**src/rtl/utar_pkg.sv**
```systemverilog
`default_nettype none

package utar_pkg;

    // Number of value bits converted
    localparam int VALUE_WIDTH = 32;
    // Width of the value field on the port
    localparam int IN_VALUE_W = 32;
    // Digit cells: enough for octal, which always needs the most digits
    localparam int NDIG = (VALUE_WIDTH + 2) / 3;
    // Counter covers VALUE_WIDTH-1 and NDIG-1
    localparam int CNT_W = $clog2(VALUE_WIDTH);

    // Radix select codes
    localparam logic [1:0] FUNC_DEC = 2'd0;
    localparam logic [1:0] FUNC_OCT = 2'd1;
    localparam logic [1:0] FUNC_HEXL = 2'd2;
    localparam logic [1:0] FUNC_HEXU = 2'd3;

    // ASCII anchors
    localparam logic [6:0] CH_ZERO = 7'h30;
    localparam logic [6:0] CH_NINE = 7'h39;
    localparam logic [6:0] CH_LA = 7'h61;
    localparam logic [6:0] CH_LF = 7'h66;
    localparam logic [6:0] CH_UA = 7'h41;
    localparam logic [6:0] CH_UF = 7'h46;

    typedef struct packed {
        logic [IN_VALUE_W-1:0] value;
        logic [1:0]            func;
    } in_t;

    typedef struct packed {
        logic [6:0] character;
        logic       last;
    } out_t;

    // Control shared by all digit cells
    typedef struct packed {
        logic       clr;
        logic       conv;
        logic       emit;
        logic [3:0] half;
    } cell_ctl_t;

endpackage

`default_nettype wire

```
**src/rtl/utar_cell.sv**
```systemverilog
`default_nettype none

module utar_cell
    import utar_pkg::*;
(
    input  wire logic      clk,
    input  wire cell_ctl_t ctl,
    input  wire logic      carry_in,
    input  wire logic [3:0] shift_in,
    output logic [3:0]     digit,
    output logic           carry_out
);

    logic [3:0] digit_reg;
    logic [3:0] digit_next;
    logic [3:0] reduced;

    // Doubling overflows the radix when the digit reaches half of it
    assign carry_out = (digit_reg >= ctl.half);
    assign reduced   = carry_out ? (digit_reg - ctl.half) : digit_reg;

    // Clear, double-and-add, or take the lower neighbor's digit
    always_comb
    begin
        digit_next = digit_reg;
        if (ctl.clr)
        begin
            digit_next = 4'd0;
        end
        else if (ctl.conv)
        begin
            digit_next = {reduced[2:0], carry_in};
        end
        else if (ctl.emit)
        begin
            digit_next = shift_in;
        end
    end

    always_ff @(posedge clk)
    begin
        digit_reg <= digit_next;
    end

    assign digit = digit_reg;

endmodule

`default_nettype wire

```
**src/rtl/unsigned_to_ascii_radix_core.sv**
```systemverilog
`default_nettype none

// Unsigned binary to ASCII digit string: decimal, octal, lower or upper hex.
// Input: pulse start with request (value, func) while busy is low; the item
// is taken at that clock edge and busy rises on the next cycle.
// Output: one character per strobe cycle, most significant digit first,
// no leading zeros, result.last set on the final character. A zero value
// gives the single character '0'. The receiver cannot stall; for each
// character, strobe is high for exactly one cycle.
// Operation: the value shifts into a row of NDIG digit cells one bit per
// cycle, then the row shifts out one digit per cycle, leading zero digits
// dropped. busy stays high until the last digit is out, so a new item is
// taken only after the previous one is finished, whatever the radix. A
// character appears on result in the cycle after its digit reaches the top
// cell.
// Reset: clears the sequencer and the strobe; the block comes up idle.

module unsigned_to_ascii_radix_core
    import utar_pkg::*;
(
    input  wire logic clk,
    input  wire logic rst_n,
    input  wire logic start,
    output logic      busy,
    input  wire in_t  request,
    output logic      strobe,
    output out_t      result
);

    localparam logic [1:0] ST_IDLE = 2'd0;
    localparam logic [1:0] ST_CONV = 2'd1;
    localparam logic [1:0] ST_EMIT = 2'd2;

    localparam logic [CNT_W-1:0] CONV_END = CNT_W'(VALUE_WIDTH - 1);
    localparam logic [CNT_W-1:0] EMIT_END = CNT_W'(NDIG - 1);

    logic [1:0]             state_reg, state_next;
    logic [CNT_W-1:0]       cnt_reg, cnt_next;
    logic [VALUE_WIDTH-1:0] value_reg, value_next;
    logic [1:0]             func_reg, func_next;
    logic                   started_reg, started_next;
    logic                   strobe_reg, strobe_next;
    out_t                   result_reg, result_next;

    logic [63:0]            value_ext;
    logic                   accept;
    cell_ctl_t              ctl;
    logic [3:0]             digit [NDIG];
    logic                   carry [NDIG];
    logic [3:0]             top_digit;
    logic                   top_nz;
    logic [6:0]             letter;

    assign value_ext = 64'(request.value);
    assign accept    = start && (state_reg == ST_IDLE);
    assign busy      = (state_reg != ST_IDLE);

    // Digit row
    for (genvar i = 0; i < NDIG; i++)
    begin : g_cell
        if (i == 0)
        begin : g_low
            utar_cell u_cell (
                .clk       (clk),
                .ctl       (ctl),
                .carry_in  (value_reg[VALUE_WIDTH-1]),
                .shift_in  (4'd0),
                .digit     (digit[i]),
                .carry_out (carry[i])
            );
        end
        else
        begin : g_up
            utar_cell u_cell (
                .clk       (clk),
                .ctl       (ctl),
                .carry_in  (carry[i-1]),
                .shift_in  (digit[i-1]),
                .digit     (digit[i]),
                .carry_out (carry[i])
            );
        end
    end

    assign top_digit = digit[NDIG-1];
    assign top_nz    = (top_digit != 4'd0);
    assign letter    = (func_reg == FUNC_HEXU) ? CH_UA : CH_LA;

    // Cell control
    always_comb
    begin
        ctl.clr  = accept;
        ctl.conv = (state_reg == ST_CONV);
        ctl.emit = (state_reg == ST_EMIT);
        unique case (func_reg)
            FUNC_DEC: ctl.half = 4'd5;
            FUNC_OCT: ctl.half = 4'd4;
            default:  ctl.half = 4'd8;
        endcase
    end

    // Sequencer: load, shift value in, shift digits out
    always_comb
    begin
        state_next   = state_reg;
        cnt_next     = cnt_reg;
        value_next   = value_reg;
        func_next    = func_reg;
        started_next = started_reg;
        strobe_next  = 1'b0;
        result_next  = result_reg;
        unique case (state_reg)
            ST_IDLE:
            begin
                if (start)
                begin
                    value_next = value_ext[VALUE_WIDTH-1:0];
                    func_next  = request.func;
                    cnt_next   = '0;
                    state_next = ST_CONV;
                end
            end
            ST_CONV:
            begin
                value_next = {value_reg[VALUE_WIDTH-2:0], 1'b0};
                if (cnt_reg == CONV_END)
                begin
                    cnt_next     = '0;
                    started_next = 1'b0;
                    state_next   = ST_EMIT;
                end
                else
                begin
                    cnt_next = cnt_reg + 1'b1;
                end
            end
            ST_EMIT:
            begin
                // Drop leading zeros, but always show the units digit
                strobe_next = top_nz || started_reg || (cnt_reg == EMIT_END);
                result_next.last = (cnt_reg == EMIT_END);
                result_next.character = (top_digit < 4'd10)
                    ? (CH_ZERO + 7'(top_digit))
                    : (letter + 7'(top_digit - 4'd10));
                started_next = started_reg || top_nz;
                if (cnt_reg == EMIT_END)
                begin
                    state_next = ST_IDLE;
                end
                else
                begin
                    cnt_next = cnt_reg + 1'b1;
                end
            end
            default:
            begin
                state_next = ST_IDLE;
            end
        endcase
    end

    always_ff @(posedge clk or negedge rst_n)
    begin
        if (!rst_n)
        begin
            state_reg  <= ST_IDLE;
            cnt_reg    <= '0;
            strobe_reg <= 1'b0;
        end
        else
        begin
            state_reg  <= state_next;
            cnt_reg    <= cnt_next;
            strobe_reg <= strobe_next;
        end
    end

    // Payload holds
    always_ff @(posedge clk)
    begin
        value_reg   <= value_next;
        func_reg    <= func_next;
        started_reg <= started_next;
        result_reg  <= result_next;
    end

    assign strobe = strobe_reg;
    assign result = result_reg;

endmodule

`default_nettype wire

```
**config.mk**
```make
export PLATFORM = sky130hd
export DESIGN_NAME = unsigned_to_ascii_radix_core
export DESIGN_NICKNAME = d
export VERILOG_FILES = /design/src/rtl/utar_pkg.sv /design/src/rtl/utar_cell.sv /design/src/rtl/unsigned_to_ascii_radix_core.sv
export SDC_FILE = /design/constraint.sdc
export NUM_CORES = 1
export LEC_CHECK = 0
export BUFFER_PORTS_ARGS = -buffer_cell sky130_fd_sc_hd__buf_2
export CAP_MARGIN = 20
export CORE_UTILIZATION = 55
export DETAILED_ROUTE_END_ITERATION = 10
export GPL_TIMING_DRIVEN = 0
export PLACE_DENSITY = 0.82
export SYNTH_ARGS = -nofsm -noshare
export SYNTH_HDL_FRONTEND = slang
export SYNTH_HIERARCHICAL = 1
export SYNTH_SLANG_ARGS = --single-unit
```
**constraint.sdc**
```tcl
create_clock -name clk -period 11.43 [get_ports clk]
set_clock_uncertainty 0.1 [all_clocks]
set_input_delay 0.5715 -clock clk [delete_from_list [all_inputs] [get_ports clk]]
set_output_delay 0.5715 -clock clk [all_outputs]
set_load 0.05 [all_outputs]
```
==> results.sh <==
export IMPL_layout_nets=851
export IMPL_ios=47
export IMPL_die_x_um=113
export IMPL_vias=5061
export IMPL_cts_tree="done"
export IMPL_drc=0
export IMPL_grt_pass1_wl_um=23400
export IMPL_grt_max_degree=91
export IMPL_critPathSlowestCell="ha_4"
export IMPL_clk_insertion_delay_late_ps=350
export IMPL_synth_edff_count=43
export IMPL_fp_dieArea_um2=12700
export IMPL_slew_viol_final=0
export IMPL_core_um2=12000
export IMPL_h_tree_depth=3
export IMPL_grt_pass1_vias=5145
export IMPL_crit_path_end_kind="register"
export IMPL_setup_violations=0
export IMPL_post_route_worst_setup_slack_ps=8270
export IMPL_worstSetupStartpointType="register"
export IMPL_row_count=40
export IMPL_pre_cts_ws_ps=7830
export IMPL_drtIter0Drc=345
export IMPL_async_reset_ff_share_pct=8.42
export IMPL_drive_gt1_share_pct=21.3
export IMPL_max_freq_ghz=0.316
export IMPL_place_congestion=0.830
export IMPL_crit_top_cell="buf_2"
export IMPL_routed_wirelength_um=14000
export IMPL_worst_pin_slew_ps=983
export IMPL_min_period_ps=3160
export IMPL_required_ps=11380
export IMPL_relSlewSlack_pct=34.5
export IMPL_clkSinkCount=95
export IMPL_drv_cap=0
export IMPL_synthesis_area_um2=6720
export IMPL_synthTopCellsByArea="edfxtp_1, dfxtp_1, ha_1"
export IMPL_diodes=0
export IMPL_vdd_ir_drop_max_mv=0.128
export IMPL_finalInstanceArea_um2=7620
export IMPL_ys_warn_count=6
export IMPL_rsz0062_at_grt="false"
export IMPL_numPortBuffers=46
export IMPL_grt_use_total_pct=23.1
export IMPL_largest_register_ffs=40
export IMPL_cts_buffer_depth=2
export IMPL_root_buffer="clkbuf_16"
export IMPL_post_cts_buffers=0
export IMPL_final_antenna_net_count=0
export IMPL_die_h_um=113
export IMPL_p_per_area_nw_per_um2=246
export IMPL_overflow=0
export IMPL_cp_num_buf_inv=4
export IMPL_yosys_cell_types_count=44
export IMPL_status="completed"
export IMPL_yosysSeqAreaShare_pct=35.3
export IMPL_fin_crit_sh_pct=27.6
export IMPL_tns_ps=0
export IMPL_placed_area_um2=7320
export IMPL_start_util_pct=56.2
export IMPL_synthCells=658
export IMPL_cp_arrival_ps=3110
export IMPL_yosysTopAreaCell="edfxtp_1"
export IMPL_numCtsBuffers=9
export IMPL_max_stage_delay_ps=770
export IMPL_crit_chain="inv_1 -> ha_4 -> buf_2 -> buf_2 -> a21o_1 -> buf_16"
export IMPL_yosysTopAreaCellShare_pct=19.2
export IMPL_clk_pin_slew_ps=70
export IMPL_hold_viol_final=0
export IMPL_cts_resized_gates=0
export IMPL_synth_area_per_cell_um2=10.2
export IMPL_worstHoldPathType="in -> reg"
export IMPL_critical_path_class="reg -> reg"
export IMPL_synthToLayoutAreaGrowth_pct=13.4
export IMPL_p_leak_nw=3.04
export IMPL_place_hpwl_um=9590
export IMPL_via_per_inst=5.64
export IMPL_yosys_most_used_dff="dfxtp_1"
export IMPL_crit_family="buffers and inverters"
export IMPL_synth_seq_cells=95
export IMPL_r2r_slack_ps=8270
export IMPL_avgRoutedWirePerCell_um=15.6
export IMPL_antenna_found_initial=0
export IMPL_path_max_fanout=90
export IMPL_dr_pass1_iters=4
## final cells by class
type,count,area [um2]
fill,927,4340
multi-input combinational,515,4190
sequential,95,2370
timing repair buffer,51,330
inverter,67,251
clock buffer,11,233
tap,147,184
clock inverter,5,33.8
buffer,6,27.5
## where the power goes
part	switching, mW	leakage (nW)	internal (mW)
Clock	0.133	0.124	0.148
Combinational	0.535	2.03	0.468
Sequential	0.104	0.888	0.488
Total	0.772	3.04	1.10
## path summary, 6_finish.rpt
check,startpoint,end,cells past startpoint
worst max-delay path,state_reg[1],value_reg[15],6
worst min-delay path,request[1],func_reg[1],1
worst max register to register,state_reg[1],value_reg[15],6
worst min register to register,value_reg[31],g_cell[0].g_low.u_cell/digit[0],2
max in group asynchronous,rst_n,strobe,2
min in group asynchronous,rst_n,state_reg[0],2
## cell families after synthesis
group,Yosys count,synth area share [%]
compound gates,174,20.1
other cells,1,0.0558
xor+xnor,17,2.22
flops,95,35.3
buf+inv,73,4.15
simple gates,163,13.7
fa+ha+maj,69,14.1
mux,66,10.4
## cells in the mapped netlist, drive strengths merged (13+ instances only)
cell type	n
xnor2	13
dfxtp	44
nand2	16
o21ai	53
mux2i	34
nor2b	48
inv	67
a21oi	36
ha	58
and2	15
a211oi	45
edfxtp	43
nor2	51
mux2	32
## stage by stage
stage / instances / total power [mW] / hold WS, ps / utilization (%)
after global placement: 876 / 1.51 / 323 / 60.4
after CTS: 896 / 1.87 / 281 / 63.5
after floorplan: 683 / 1.37 / 176 / -
after global routing: 897 / 2.02 / 282 / 63.7
final: 897 / 1.88 / 289 / 63.7
after detailed placement: 879 / 1.58 / 326 / 61.2
## metal layers
layer  share of wire (%)  wire length [um]  track usage [%]  up-vias
met4                 1.8               254             8.09        0
met1                  42              5820             26.3     2448
met2                  54              7480             42.3       83
met5                   0                 0                0        -
met3                 3.0               423             5.24       23
li1                    -                 -                -     2507
## repair_timing
action                                  4_1_cts  5_1_grt
hold buffers                                  1        0
endpoints found under the hold margin         8        0
endpoints found under the setup margin        0        0
## cells in the final DEF, fill, tap and decap left out, drive strengths merged, types with 4 or more instances in the layout
cell    instances
inv            68
ha             58
buf            54
o21ai          53
nor2           51
nor2b          48
a211oi         45
dfxtp          44
edfxtp         43
a21oi          36
mux2i          34
mux2           32
conb           26
nand2          16
and2           15
xnor2          13
clkbuf         13
nand2b         12
a21boi         11
o32ai          11
or2b           11
o31a           11
fa             11
dfrtp           8
xor2            4
No activity file was read; power rests on OpenSTA's default activity.
